## src/rtl/rpid_pkg.sv

```systemverilog
// rpid_pkg: shared types and constants for the ramped PID speed loop.
// Used by rpid_cfg, rpid_ctrl, rpid_dp and the top level. No dependencies.
`default_nettype none

package rpid_pkg;

  localparam int TGT_W   = 15;
  localparam int GAIN_W  = 32;
  localparam int STEP_W  = 8;
  localparam int LIMIT_W = 9;
  localparam int SPEED_W = 18;
  localparam int ERR_W   = 19;
  localparam int DRIVE_W = 10;
  localparam int CMP_W   = 13;
  localparam int IDX_W   = 3;
  localparam int DATA_W  = 32;
  localparam int FRAC_W  = 16;

  localparam logic [IDX_W-1:0] REG_TARGET = 3'd0;
  localparam logic [IDX_W-1:0] REG_KP     = 3'd1;
  localparam logic [IDX_W-1:0] REG_KI     = 3'd2;
  localparam logic [IDX_W-1:0] REG_KD     = 3'd3;
  localparam logic [IDX_W-1:0] REG_STEP   = 3'd4;
  localparam logic [IDX_W-1:0] REG_LIMIT  = 3'd5;

  localparam logic [STEP_W-1:0]  STEP_RESET  = 8'd5;
  localparam logic [LIMIT_W-1:0] LIMIT_RESET = 9'd450;

  typedef struct packed {
    logic signed [TGT_W-1:0]  target_speed;
    logic signed [GAIN_W-1:0] gain_prop;
    logic signed [GAIN_W-1:0] gain_int_scaled;
    logic signed [GAIN_W-1:0] gain_der_scaled;
    logic [STEP_W-1:0]        ramp_step;
    logic [LIMIT_W-1:0]       drive_limit;
  } cfg_t;

  typedef enum logic [2:0] {
    MUL_NONE,
    MUL_KP,
    MUL_KI,
    MUL_KD,
    MUL_NUM,
    MUL_REC,
    MUL_QD
  } mul_sel_t;

  typedef enum logic [1:0] {
    ACC_HOLD,
    ACC_LOAD,
    ACC_ADD
  } acc_op_t;

  typedef struct packed {
    logic     accept;
    logic     err;
    mul_sel_t mul_sel;
    acc_op_t  acc_op;
    logic     clamp;
    logic     n_load;
    logic     q_load;
    logic     out_load;
  } cmd_t;

endpackage

`default_nettype wire

```

## src/rtl/ramped_pid_speed_loop_hbridge_pwm.sv

```systemverilog
// Ramped PID speed loop with H-bridge PWM compare outputs. Each request on the
// input channel is one control tick carrying a measured speed; it produces one
// result request. Requests are taken only while idle, and each runs the accepting
// cycle plus eleven sequencer steps, the last of which registers the result. The
// sequencer runs the ramp, error and integral steps, then six
// passes through one shared 33x33 multiplier (three gain products and the
// compare scaling by PWM_TOP/DRIVE_FULL via a reciprocal and correction).
// Results sit in an output register, so a new request is taken while the last
// result waits; a tick stalls at its last step only if that result is still
// unclaimed. Configuration writes complete in the cycle they are presented.
// Depends on rpid_pkg, rpid_cfg, rpid_ctrl and rpid_dp.
`default_nettype none

module ramped_pid_speed_loop_hbridge_pwm #(
  parameter int PWM_TOP    = 7199,
  parameter int DRIVE_FULL = 500
) (
  input  wire logic                                clk,
  input  wire logic                                rst,
  input  wire logic                                in_valid,
  output logic                                     in_stall,
  input  wire logic signed [rpid_pkg::SPEED_W-1:0] speed_rpm,
  output logic                                     out_valid,
  input  wire logic                                out_stall,
  output logic signed [rpid_pkg::DRIVE_W-1:0]      drive_value,
  output logic [rpid_pkg::CMP_W-1:0]               compare_a,
  output logic [rpid_pkg::CMP_W-1:0]               compare_b,
  output logic signed [rpid_pkg::TGT_W-1:0]        ramped_setpoint,
  output logic                                     clamped_flag,
  input  wire logic                                cfg_valid,
  output logic                                     cfg_ready,
  input  wire logic [rpid_pkg::IDX_W-1:0]          cfg_index,
  input  wire logic [rpid_pkg::DATA_W-1:0]         cfg_data
);
  import rpid_pkg::*;

  cfg_t cfg;
  cmd_t cmd;

  rpid_cfg u_cfg (
    .clk       (clk),
    .rst       (rst),
    .cfg_valid (cfg_valid),
    .cfg_ready (cfg_ready),
    .cfg_index (cfg_index),
    .cfg_data  (cfg_data),
    .cfg       (cfg)
  );

  rpid_ctrl u_ctrl (
    .clk       (clk),
    .rst       (rst),
    .in_valid  (in_valid),
    .in_stall  (in_stall),
    .out_valid (out_valid),
    .out_stall (out_stall),
    .cmd       (cmd)
  );

  rpid_dp #(
    .PWM_TOP    (PWM_TOP),
    .DRIVE_FULL (DRIVE_FULL)
  ) u_dp (
    .clk             (clk),
    .rst             (rst),
    .cfg             (cfg),
    .cmd             (cmd),
    .speed_rpm       (speed_rpm),
    .drive_value     (drive_value),
    .compare_a       (compare_a),
    .compare_b       (compare_b),
    .ramped_setpoint (ramped_setpoint),
    .clamped_flag    (clamped_flag)
  );

endmodule

`default_nettype wire

```

## src/rtl/rpid_cfg.sv

```systemverilog
// rpid_cfg: configuration register bank written over the cfg channel.
// Depends on rpid_pkg for the register map and the cfg_t bundle.
`default_nettype none

module rpid_cfg (
  input  wire logic                      clk,
  input  wire logic                      rst,
  input  wire logic                      cfg_valid,
  output logic                           cfg_ready,
  input  wire logic [rpid_pkg::IDX_W-1:0]  cfg_index,
  input  wire logic [rpid_pkg::DATA_W-1:0] cfg_data,
  output rpid_pkg::cfg_t                 cfg
);
  import rpid_pkg::*;

  assign cfg_ready = 1'b1;

  always_ff @(posedge clk) begin
    if (rst) begin
      cfg.target_speed    <= '0;
      cfg.gain_prop       <= '0;
      cfg.gain_int_scaled <= '0;
      cfg.gain_der_scaled <= '0;
      cfg.ramp_step       <= STEP_RESET;
      cfg.drive_limit     <= LIMIT_RESET;
    end else if (cfg_valid && cfg_ready) begin
      case (cfg_index)
        REG_TARGET: cfg.target_speed    <= cfg_data[TGT_W-1:0];
        REG_KP:     cfg.gain_prop       <= cfg_data[GAIN_W-1:0];
        REG_KI:     cfg.gain_int_scaled <= cfg_data[GAIN_W-1:0];
        REG_KD:     cfg.gain_der_scaled <= cfg_data[GAIN_W-1:0];
        REG_STEP:   cfg.ramp_step       <= cfg_data[STEP_W-1:0];
        REG_LIMIT:  cfg.drive_limit     <= cfg_data[LIMIT_W-1:0];
        default: ;
      endcase
    end
  end

endmodule

`default_nettype wire

```

## src/rtl/rpid_ctrl.sv

```systemverilog
// rpid_ctrl: sequencer that steps the datapath through one control tick.
// Depends on rpid_pkg for cmd_t; owns the input stall and result valid.
`default_nettype none

module rpid_ctrl (
  input  wire logic     clk,
  input  wire logic     rst,
  input  wire logic     in_valid,
  output logic          in_stall,
  output logic          out_valid,
  input  wire logic     out_stall,
  output rpid_pkg::cmd_t cmd
);
  import rpid_pkg::*;

  typedef enum logic [3:0] {
    S_IDLE,
    S_ERR,
    S_MP,
    S_MI,
    S_MD,
    S_SUM,
    S_CLAMP,
    S_NUM,
    S_REC,
    S_QEST,
    S_QD,
    S_FIX
  } state_t;

  state_t state;
  logic   accept;
  logic   slot_free;

  assign accept    = (state == S_IDLE) && in_valid;
  assign slot_free = !out_valid || !out_stall;

  always_comb begin
    cmd          = '0;
    cmd.mul_sel  = MUL_NONE;
    cmd.acc_op   = ACC_HOLD;
    cmd.accept   = accept;
    case (state)
      S_ERR:   cmd.err = 1'b1;
      S_MP:    cmd.mul_sel = MUL_KP;
      S_MI: begin
        cmd.mul_sel = MUL_KI;
        cmd.acc_op  = ACC_LOAD;
      end
      S_MD: begin
        cmd.mul_sel = MUL_KD;
        cmd.acc_op  = ACC_ADD;
      end
      S_SUM:   cmd.acc_op = ACC_ADD;
      S_CLAMP: cmd.clamp = 1'b1;
      S_NUM:   cmd.mul_sel = MUL_NUM;
      S_REC: begin
        cmd.mul_sel = MUL_REC;
        cmd.n_load  = 1'b1;
      end
      S_QEST:  cmd.q_load = 1'b1;
      S_QD:    cmd.mul_sel = MUL_QD;
      S_FIX:   cmd.out_load = slot_free;
      default: ;
    endcase
  end

  always_ff @(posedge clk) begin
    if (rst) begin
      state     <= S_IDLE;
      in_stall  <= 1'b0;
      out_valid <= 1'b0;
    end else begin
      if (state == S_FIX && slot_free) begin
        out_valid <= 1'b1;
      end else if (out_valid && !out_stall) begin
        out_valid <= 1'b0;
      end
      case (state)
        S_IDLE: begin
          if (accept) begin
            state    <= S_ERR;
            in_stall <= 1'b1;
          end
        end
        S_ERR:   state <= S_MP;
        S_MP:    state <= S_MI;
        S_MI:    state <= S_MD;
        S_MD:    state <= S_SUM;
        S_SUM:   state <= S_CLAMP;
        S_CLAMP: state <= S_NUM;
        S_NUM:   state <= S_REC;
        S_REC:   state <= S_QEST;
        S_QEST:  state <= S_QD;
        S_QD:    state <= S_FIX;
        S_FIX: begin
          if (slot_free) begin
            state    <= S_IDLE;
            in_stall <= 1'b0;
          end
        end
        default: begin
          state    <= S_IDLE;
          in_stall <= 1'b0;
        end
      endcase
    end
  end

endmodule

`default_nettype wire

```

## src/rtl/rpid_dp.sv

```systemverilog
// rpid_dp: PID datapath with ramp, saturating integral, one shared multiplier,
// clamp and compare mapping. Depends on rpid_pkg; driven by rpid_ctrl commands.
`default_nettype none

module rpid_dp #(
  parameter int PWM_TOP    = 7199,
  parameter int DRIVE_FULL = 500
) (
  input  wire logic                              clk,
  input  wire logic                              rst,
  input  wire rpid_pkg::cfg_t                    cfg,
  input  wire rpid_pkg::cmd_t                    cmd,
  input  wire logic signed [rpid_pkg::SPEED_W-1:0] speed_rpm,
  output logic signed [rpid_pkg::DRIVE_W-1:0]    drive_value,
  output logic [rpid_pkg::CMP_W-1:0]             compare_a,
  output logic [rpid_pkg::CMP_W-1:0]             compare_b,
  output logic signed [rpid_pkg::TGT_W-1:0]      ramped_setpoint,
  output logic                                   clamped_flag
);
  import rpid_pkg::*;

  localparam int LIM_W  = $clog2(DRIVE_FULL + 1);
  localparam int LIMC_W = (LIM_W > LIMIT_W) ? LIM_W : LIMIT_W;
  localparam int Q_W    = $clog2(PWM_TOP + 1);
  localparam int NUM_W  = $clog2(DRIVE_FULL * PWM_TOP + 1);
  localparam int SH     = NUM_W;
  localparam logic [SH:0] RECIP = (SH+1)'((64'd1 << SH) / DRIVE_FULL);
  localparam int OPW    = (SH + 2 > GAIN_W + 1) ? SH + 2 : GAIN_W + 1;
  localparam int PW     = 2 * OPW;
  localparam int RAW_W  = PW - FRAC_W;
  localparam int RMP_W  = TGT_W + 2;
  localparam int ISUM_W = GAIN_W + 1;
  localparam int DIF_W  = ERR_W + 1;

  logic signed [GAIN_W-1:0] kp, ki, kd;
  assign kp = cfg.gain_prop;
  assign ki = cfg.gain_int_scaled;
  assign kd = cfg.gain_der_scaled;

  // tick state
  logic signed [TGT_W-1:0]   setpoint;
  logic signed [GAIN_W-1:0]  integ;
  logic signed [ERR_W-1:0]   last_err;

  logic signed [SPEED_W-1:0] speed_q;
  logic signed [ERR_W-1:0]   err;
  logic signed [DIF_W-1:0]   diff;
  logic signed [PW-1:0]      prod;
  logic signed [PW-1:0]      acc;
  logic signed [LIM_W:0]     drive;
  logic [LIM_W-1:0]          mag;
  logic                      clamped;
  logic [NUM_W-1:0]          num;
  logic [Q_W-1:0]            quo;

  // ramp
  logic signed [TGT_W-1:0] setpoint_next;
  logic signed [RMP_W-1:0] spx, tx, stepx, up, dn;

  always_comb begin
    spx   = RMP_W'(setpoint);
    tx    = RMP_W'(cfg.target_speed);
    stepx = RMP_W'(cfg.ramp_step);
    up    = spx + stepx;
    dn    = spx - stepx;
    if (tx > spx) begin
      setpoint_next = (up > tx) ? cfg.target_speed : up[TGT_W-1:0];
    end else if (tx < spx) begin
      setpoint_next = (dn < tx) ? cfg.target_speed : dn[TGT_W-1:0];
    end else begin
      setpoint_next = setpoint;
    end
  end

  // error, integral, difference
  logic signed [ERR_W-1:0]  err_next;
  logic signed [ISUM_W-1:0] isum;
  logic signed [GAIN_W-1:0] integ_next;
  logic signed [DIF_W-1:0]  diff_next;

  always_comb begin
    err_next  = ERR_W'(setpoint) - ERR_W'(speed_q);
    isum      = ISUM_W'(integ) + ISUM_W'(err_next);
    diff_next = DIF_W'(err_next) - DIF_W'(last_err);
    if (isum[ISUM_W-1] != isum[ISUM_W-2]) begin
      integ_next = isum[ISUM_W-1] ? {1'b1, {(GAIN_W-1){1'b0}}} : {1'b0, {(GAIN_W-1){1'b1}}};
    end else begin
      integ_next = isum[GAIN_W-1:0];
    end
  end

  // shared multiplier
  logic signed [OPW-1:0] ma, mb;
  logic [LIM_W-1:0]      span;

  assign span = LIM_W'(DRIVE_FULL) - mag;

  always_comb begin
    case (cmd.mul_sel)
      MUL_KP: begin
        ma = OPW'(kp);
        mb = OPW'(err);
      end
      MUL_KI: begin
        ma = OPW'(ki);
        mb = OPW'(integ);
      end
      MUL_KD: begin
        ma = OPW'(kd);
        mb = OPW'(diff);
      end
      MUL_NUM: begin
        ma = OPW'(span);
        mb = OPW'(PWM_TOP);
      end
      MUL_REC: begin
        ma = OPW'(prod[NUM_W-1:0]);
        mb = OPW'(RECIP);
      end
      MUL_QD: begin
        ma = OPW'(quo);
        mb = OPW'(DRIVE_FULL);
      end
      default: begin
        ma = '0;
        mb = '0;
      end
    endcase
  end

  // truncate toward zero and clamp
  logic [LIMC_W-1:0]       lim_full;
  logic [LIM_W-1:0]        lim;
  logic signed [RAW_W-1:0] lim_s, raw, neg_raw;
  logic                    rnd;
  logic signed [LIM_W:0]   drive_next;
  logic [LIM_W-1:0]        mag_next;
  logic                    clamped_next;

  always_comb begin
    lim_full = (LIMC_W'(cfg.drive_limit) > LIMC_W'(DRIVE_FULL)) ?
               LIMC_W'(DRIVE_FULL) : LIMC_W'(cfg.drive_limit);
    lim      = lim_full[LIM_W-1:0];
    lim_s    = RAW_W'({1'b0, lim});
    rnd      = acc[PW-1] && (|acc[FRAC_W-1:0]);
    raw      = acc[PW-1:FRAC_W] + RAW_W'(rnd);
    neg_raw  = -raw;
    if (raw > lim_s) begin
      drive_next   = {1'b0, lim};
      mag_next     = lim;
      clamped_next = 1'b1;
    end else if (raw < -lim_s) begin
      drive_next   = -{1'b0, lim};
      mag_next     = lim;
      clamped_next = 1'b1;
    end else begin
      drive_next   = raw[LIM_W:0];
      mag_next     = raw[RAW_W-1] ? neg_raw[LIM_W-1:0] : raw[LIM_W-1:0];
      clamped_next = 1'b0;
    end
  end

  // quotient correction: estimate is exact or one low
  logic [NUM_W-1:0] rem;
  logic [Q_W-1:0]   quo_fix;
  logic [Q_W-1:0]   pwm_top_c;

  always_comb begin
    rem       = num - prod[NUM_W-1:0];
    quo_fix   = quo + Q_W'(rem >= NUM_W'(DRIVE_FULL));
    pwm_top_c = Q_W'(PWM_TOP);
  end

  always_ff @(posedge clk) begin
    if (rst) begin
      setpoint <= '0;
      integ    <= '0;
      last_err <= '0;
    end else begin
      if (cmd.accept) begin
        setpoint <= setpoint_next;
      end
      if (cmd.err) begin
        integ    <= integ_next;
        last_err <= err_next;
      end
    end
  end

  always_ff @(posedge clk) begin
    if (cmd.accept) begin
      speed_q <= speed_rpm;
    end
    if (cmd.err) begin
      err  <= err_next;
      diff <= diff_next;
    end
    if (cmd.mul_sel != MUL_NONE) begin
      prod <= ma * mb;
    end
    case (cmd.acc_op)
      ACC_LOAD: acc <= prod;
      ACC_ADD:  acc <= acc + prod;
      default: ;
    endcase
    if (cmd.clamp) begin
      drive   <= drive_next;
      mag     <= mag_next;
      clamped <= clamped_next;
    end
    if (cmd.n_load) begin
      num <= prod[NUM_W-1:0];
    end
    if (cmd.q_load) begin
      quo <= prod[SH+Q_W-1:SH];
    end
    if (cmd.out_load) begin
      drive_value     <= DRIVE_W'(drive);
      ramped_setpoint <= setpoint;
      clamped_flag    <= clamped;
      if (drive[LIM_W]) begin
        compare_a <= CMP_W'(quo_fix);
        compare_b <= CMP_W'(pwm_top_c);
      end else begin
        compare_a <= CMP_W'(pwm_top_c);
        compare_b <= CMP_W'(quo_fix);
      end
    end
  end

endmodule

`default_nettype wire
```

## config.mk

```make
export PLATFORM = sky130hd
export DESIGN_NAME = ramped_pid_speed_loop_hbridge_pwm
export DESIGN_NICKNAME = d
export VERILOG_FILES = /design/src/rtl/rpid_pkg.sv /design/src/rtl/ramped_pid_speed_loop_hbridge_pwm.sv /design/src/rtl/rpid_cfg.sv /design/src/rtl/rpid_ctrl.sv /design/src/rtl/rpid_dp.sv
export SDC_FILE = /design/constraint.sdc
export NUM_CORES = 2
export LEC_CHECK = 0
export BUFFER_PORTS_ARGS = -buffer_cell sky130_fd_sc_hd__buf_2
export CAP_MARGIN = 20
export CORE_MARGIN = 4
export CORE_UTILIZATION = 45
export CTS_BUF_LIST = sky130_fd_sc_hd__clkbuf_8 sky130_fd_sc_hd__clkbuf_16
export CTS_CLUSTER_DIAMETER = 80
export DETAILED_ROUTE_END_ITERATION = 8
export SKIP_LAST_GASP = 1
export SLEW_MARGIN = 20
export SYNTH_ARGS = -nofsm -noshare
export SYNTH_HDL_FRONTEND = slang
export SYNTH_HIERARCHICAL = 1
export SYNTH_SLANG_ARGS = --single-unit
```

## constraint.sdc

```tcl
create_clock -name clk -period 15.6 [get_ports clk]
set_input_delay 3.12 -clock clk [delete_from_list [all_inputs] [get_ports clk]]
set_output_delay 3.12 -clock clk [all_outputs]
set_load 0.01 [all_outputs]
```

# Yosys cells after proc, flatten, opt, wreduce, memory -nomap -nowiden
# Index checks and enable logic that the tools add are counted.
# word_totals
reg_bits	496
word_cells	134
output_inout_bits	55
input_bits	58
# classes
add_sub_neg	13
n_mul	1
eq_ne	27
n_bitwise	1
magnitude_cmp	8
muxes	31
reduce_logical	25
# ops
op	n
$pmux W33 S6	2
$pmux W66 S2	1
$add A66 B66 Y66	1
$mul A33 B33 Y66	1
$mux W32	2
$mux W15	4
$add A50 B1 Y50	1
$gt A50 B10 Y1	1
$lt A50 B50 Y1	1
$neg A9 Y50	1
$pmux W4 S12	1
$mux W9	5
$add A32 B19 Y33	1
$ge A22 B9 Y1 const B	1
$sub A22 B22 Y22	1
$sub A19 B19 Y20	1
$sub A15 B18 Y19	1
$pmux W3 S6	1
$add A15 B9 Y16	1
$eq A4 B3 Y1 const B	4
$eq A4 B4 Y1 const B	4
$gt A16 B15 Y1	1
$lt A16 B15 Y1	1
$reduce_and A2 Y1	8
34 further kinds	60

# Longest topological paths before layout
# logic_depth
ltp_word	7
mapped_depth	41
mapped_depth_nobuf	40

# By module
# Netlist, hierarchy kept.
# modules_own_cells
module	instances	seq_area_each_um2	area_per_inst_um2	cells_per_inst
rpid_dp	1	10179.8	64455.6	6987
rpid_cfg	1	2562.5	5131.2	468
rpid_ctrl	1	120.1	451.7	54

# Least setup slack after synthesis
# OpenSTA, ideal clock, no wires.
# synth_timing
path_type	reg-to-reg
from	register u_ctrl.state[2]
to	register u_dp.prod[64], data pin
path_stages_with_launch	36
t_arrival_ps	9753
period_less_slack_ps	10013
t_required_ps	15340
path_buffers	5
setup_ps	260
setup_slack_ps	5587
cell_sequence	dfxtp_1 -> buf_4 -> xor2_1 -> nor2_1 -> nor3_2 -> buf_1 -> clkbuf_1 -> clkbuf_1 -> a22oi_1 -> o21ai_1 -> clkbuf_1 -> nand2_1 -> fa_1 -> fa_1 -> inv_1 -> fa_1 -> inv_1 -> fa_1 -> fa_1 -> fa_1 -> inv_1 -> fa_1 -> fa_1 -> ha_1 -> a211o_1 -> a21oi_1 -> o21ai_0 -> a21o_1 -> a221oi_2 -> o31a_2 -> a31oi_4 -> a2111o_1 -> a31oi_4 -> o21bai_1 -> a221oi_2 -> xnor2_1
# synth_rtl
element	line_no	text
from (decl)	rpid_ctrl.sv:31	state_t state;
from (signal assigned)	rpid_ctrl.sv:70	state <= S_IDLE;
from (signal assigned)	rpid_ctrl.sv:82	state <= S_ERR;
from (signal assigned)	rpid_ctrl.sv:86	S_ERR: state <= S_MP;
to (signal assigned)	rpid_dp.sv:199	prod <= ma * mb;
to (decl)	rpid_dp.sv:48	logic signed [PW-1:0] prod;

==> flow_metrics.tcl <==
set metrics [dict create \
    cp.required_ns 16.00 \
    clock-sinks 495 \
    path_clk_slew_ns 0.06 \
    vias_per_cell 5.64 \
    fillerInstances 14300 \
    async_reset_ff_frac 0 \
    maxCapViolCount 0 \
    holdBufCountCts 0 \
    pre_cts_slack_ns 3.39 \
    critical_path_arrival_ns 12.80 \
    synthFlopType "edfxtp_1" \
    synth-edff-count 295 \
    status "complete, no violations" \
    root_buffer "clkbuf_16" \
    ioPinCount 113 \
    drc 0 \
    antenna_left 0 \
    fin_area_um2 75600 \
    core_um2 154000 \
    cts_resized 0 \
    syn_inst 7509 \
    regToRegStartpoint "u_ctrl/state[3]" \
    cp_slowest_cell "nor2b_2" \
    hold_start "u_dp/drive[3]" \
    reg2reg_setup_slack_ns 3.20 \
    finalNetCount 9173 \
    cp-start-kind "flop" \
    powerDensity_nw_per_um2 89.9 \
    gp_congestion 0.955 \
    cts_tree "built" \
    r2r_end "u_dp/prod[61]" \
    min_to "u_dp/drive_value[3]" \
    area_growth_pct 7.89 \
    synth_seq_cells 495 \
    finClkSkew_ns 0.0688 \
    placed_area_um2 73100 \
    synth_seq_area_share 0.184 \
    critPathKind "flop to flop" \
    vias 54000 \
    cts_setup_buffers 0 \
    finalWirelength_um 220000 \
    first_global_vias 56600 \
    hold_class "flop to flop" \
    die_area_um2 162000 \
    synth_area_per_cell_um2 9.33 \
    peakVddDrop_uv 127 \
    die_h_um 403 \
    drive_gt1_frac 0.0714 \
    final.setup.worst_slack_ns 3.20 \
    r2r_cells 33 \
    end_kind "flop" \
    rsz0062_at_grt "no" \
    yosysUniqueCellTypes 103 \
    cts_made_buffers 69 \
    row_count 144 \
    worst_pin_slew_ns 1.14 \
    regArea_um2 12900 \
    drt_iter0_markers 4504 \
    multi_input_area_um2 51700 \
    synth-warning-count 6 \
    routedWlPerCell_um 23.0 \
    max_clock_freq_mhz 80.6 \
    path_max_fanout 38 \
    die_w_um 403 \
    final-hold-violation-count 0 \
    grt_pass1_wl_um 341000 \
    cts.path.max_buffers 3 \
    clock_latency_ns 0.68 \
    post-route-period-util 0.795 \
    port-buffer-count 111 \
    start_util 0.454 \
    final_max_slew_viol_count 0 \
    grt_start_max_net_pins 125 \
    setup_violations 0 \
    dr.pass1.iters 8 \
    antenna_found_initial 5 \
    htree_levels 3 \
    p_leak_nw 34.3 \
    synth.net_count 9197 \
    cpPeakStageDelay_ns 1.00 \
    crit_top_cell "fa_1" \
    synth_area_um2 70000 \
    slew_headroom 0.236 \
    fin_setup_tns_ns 0 \
    dp_hpwl_um 168000 \
    track_usage 0.274 \
    hold_path_depth 0 \
    grt_overflow 0 \
    min_period_ns 12.40 \
]
-- Yosys cell counts (82+ instances only) --
library cell  number  area share
inv_1           1218       0.065
fa_1            1129        0.32
nand2_1         1064       0.057
ha_1             501       0.090
nor2_1           417       0.022
edfxtp_1         295        0.13
clkbuf_1         286       0.015
a21oi_1          276       0.020
nand2b_1         213       0.019
o21ai_0          202       0.014
dfxtp_1          200       0.057
xnor2_1          194       0.024
mux2i_1          170       0.024
a21o_1           137       0.015
and2_1           114       0.010
xor2_1            88       0.011
nand3_1           85      0.0061
mux2_2            82       0.013
-- worst max-delay path by stage --
stage	slack, ns	cells after the start	from	endpoint
final	3.20	33	u_ctrl/state[3]	u_dp/prod[61]
after global routing	2.74	33	u_ctrl/state[3]	u_dp/prod[61]
after CTS	3.34	33	u_ctrl/state[3]	u_dp/prod[61]
after detailed placement	3.39	33	u_ctrl/state[3]	u_dp/prod[61]
after global placement	3.64	31	u_ctrl/state[3]	u_dp/prod[64]
after floorplan	5.59	35	u_ctrl/state[2]	u_dp/prod[64]
-- state kept, by name, indices dropped and copies added, names as in the netlist, 15 cells and up --
name                  flops
u_dp/diff                20
u_dp/integ               32
u_dp/prod                66
u_dp/speed_q             18
u_dp/acc                 66
u_dp/err                 19
u_dp/setpoint            15
u_dp/num                 22
u_dp/ramped_setpoint     15
u_cfg/cfg               128
u_dp/last_err            19
-- cell usage in the layout (no fill, tap or decap), drive strengths merged, types with 20 or more instances in the layout --
cell	count
edfxtp	295
a31oi	42
o21a	56
xnor2	194
mux2i	170
fa	1129
xor2	88
a22oi	20
nand4	51
nor2b	64
o21bai	28
dfxtp	200
clkbuf	79
a221oi	21
and3	50
o22ai	29
nand2b	214
buf	224
nor2	420
or3	20
a21o	137
a21oi	278
a211oi	41
nand2	1067
mux2	83
inv	1234
o21ai	229
a21boi	23
nand3	86
nor3	80
and2	114
ha	501
-- per-layer routing --
metal | global-route usage | wire length, um | vias up
met4 | 0.106 | 9670 | 2
met1 | 0.367 | 92100 | 27300
li1 | - | - | 24200
met3 | 0.0526 | 18100 | 445
met2 | 0.443 | 100000 | 2110
met5 | 0 | 17 | -
-- metrics by stage --
step                std cells  hold WS (ns)   util  power [W]
detailed placement       9458         0.407  0.473    0.00506
global route             9585         0.437  0.489    0.00724
global placement         9454         0.403  0.473    0.00502
CTS                      9584         0.421  0.489    0.00678
floorplan                7509         0.400      -    0.00409
finish                   9586         0.418  0.489    0.00679
-- worst max-delay path: cells and delay by family, from the launching register on --
kind / cells / cell delay [ns]
buffers and inverters: 5 / 0.97
flip-flops: 1 / 0.72
AND/OR/NAND/NOR: 5 / 1.62
XOR/XNOR: 1 / 0.20
AO/OA/AOI/OAI: 13 / 4.66
adder cells (fa/ha/maj): 9 / 3.85
-- final cells by class --
cell class,count,area share
tap,2044,0.0338
sequential,495,0.170
antenna,2,0.0000662
timing repair buffer,224,0.0187
clock inverter,47,0.00725
clock buffer,79,0.0251
multi-input combinational,5477,0.684
inverter,1218,0.0605
-- kinds of logic (layout without fill, tap and decap cells) --
logic type | Yosys count | count (layout) | synth area share
other | 1 | 3 | 0.0000535
muxes | 253 | 253 | 0.0376
buffers and inverters | 1537 | 1568 | 0.0836
DFF | 495 | 495 | 0.184
adders and majority gates | 1631 | 1631 | 0.412
AOI/OAI and AO/OA | 1056 | 1056 | 0.0984
xor gates and xnor gates | 282 | 282 | 0.0353
and+or+nand+nor | 2254 | 2254 | 0.149
-- power breakdown --
group / switching, W / internal (W)
clock network: 0.000668 / 0.00100
registers: 0.000157 / 0.00159
logic: 0.00213 / 0.00125
No activity file was read; power rests on OpenSTA's default activity.
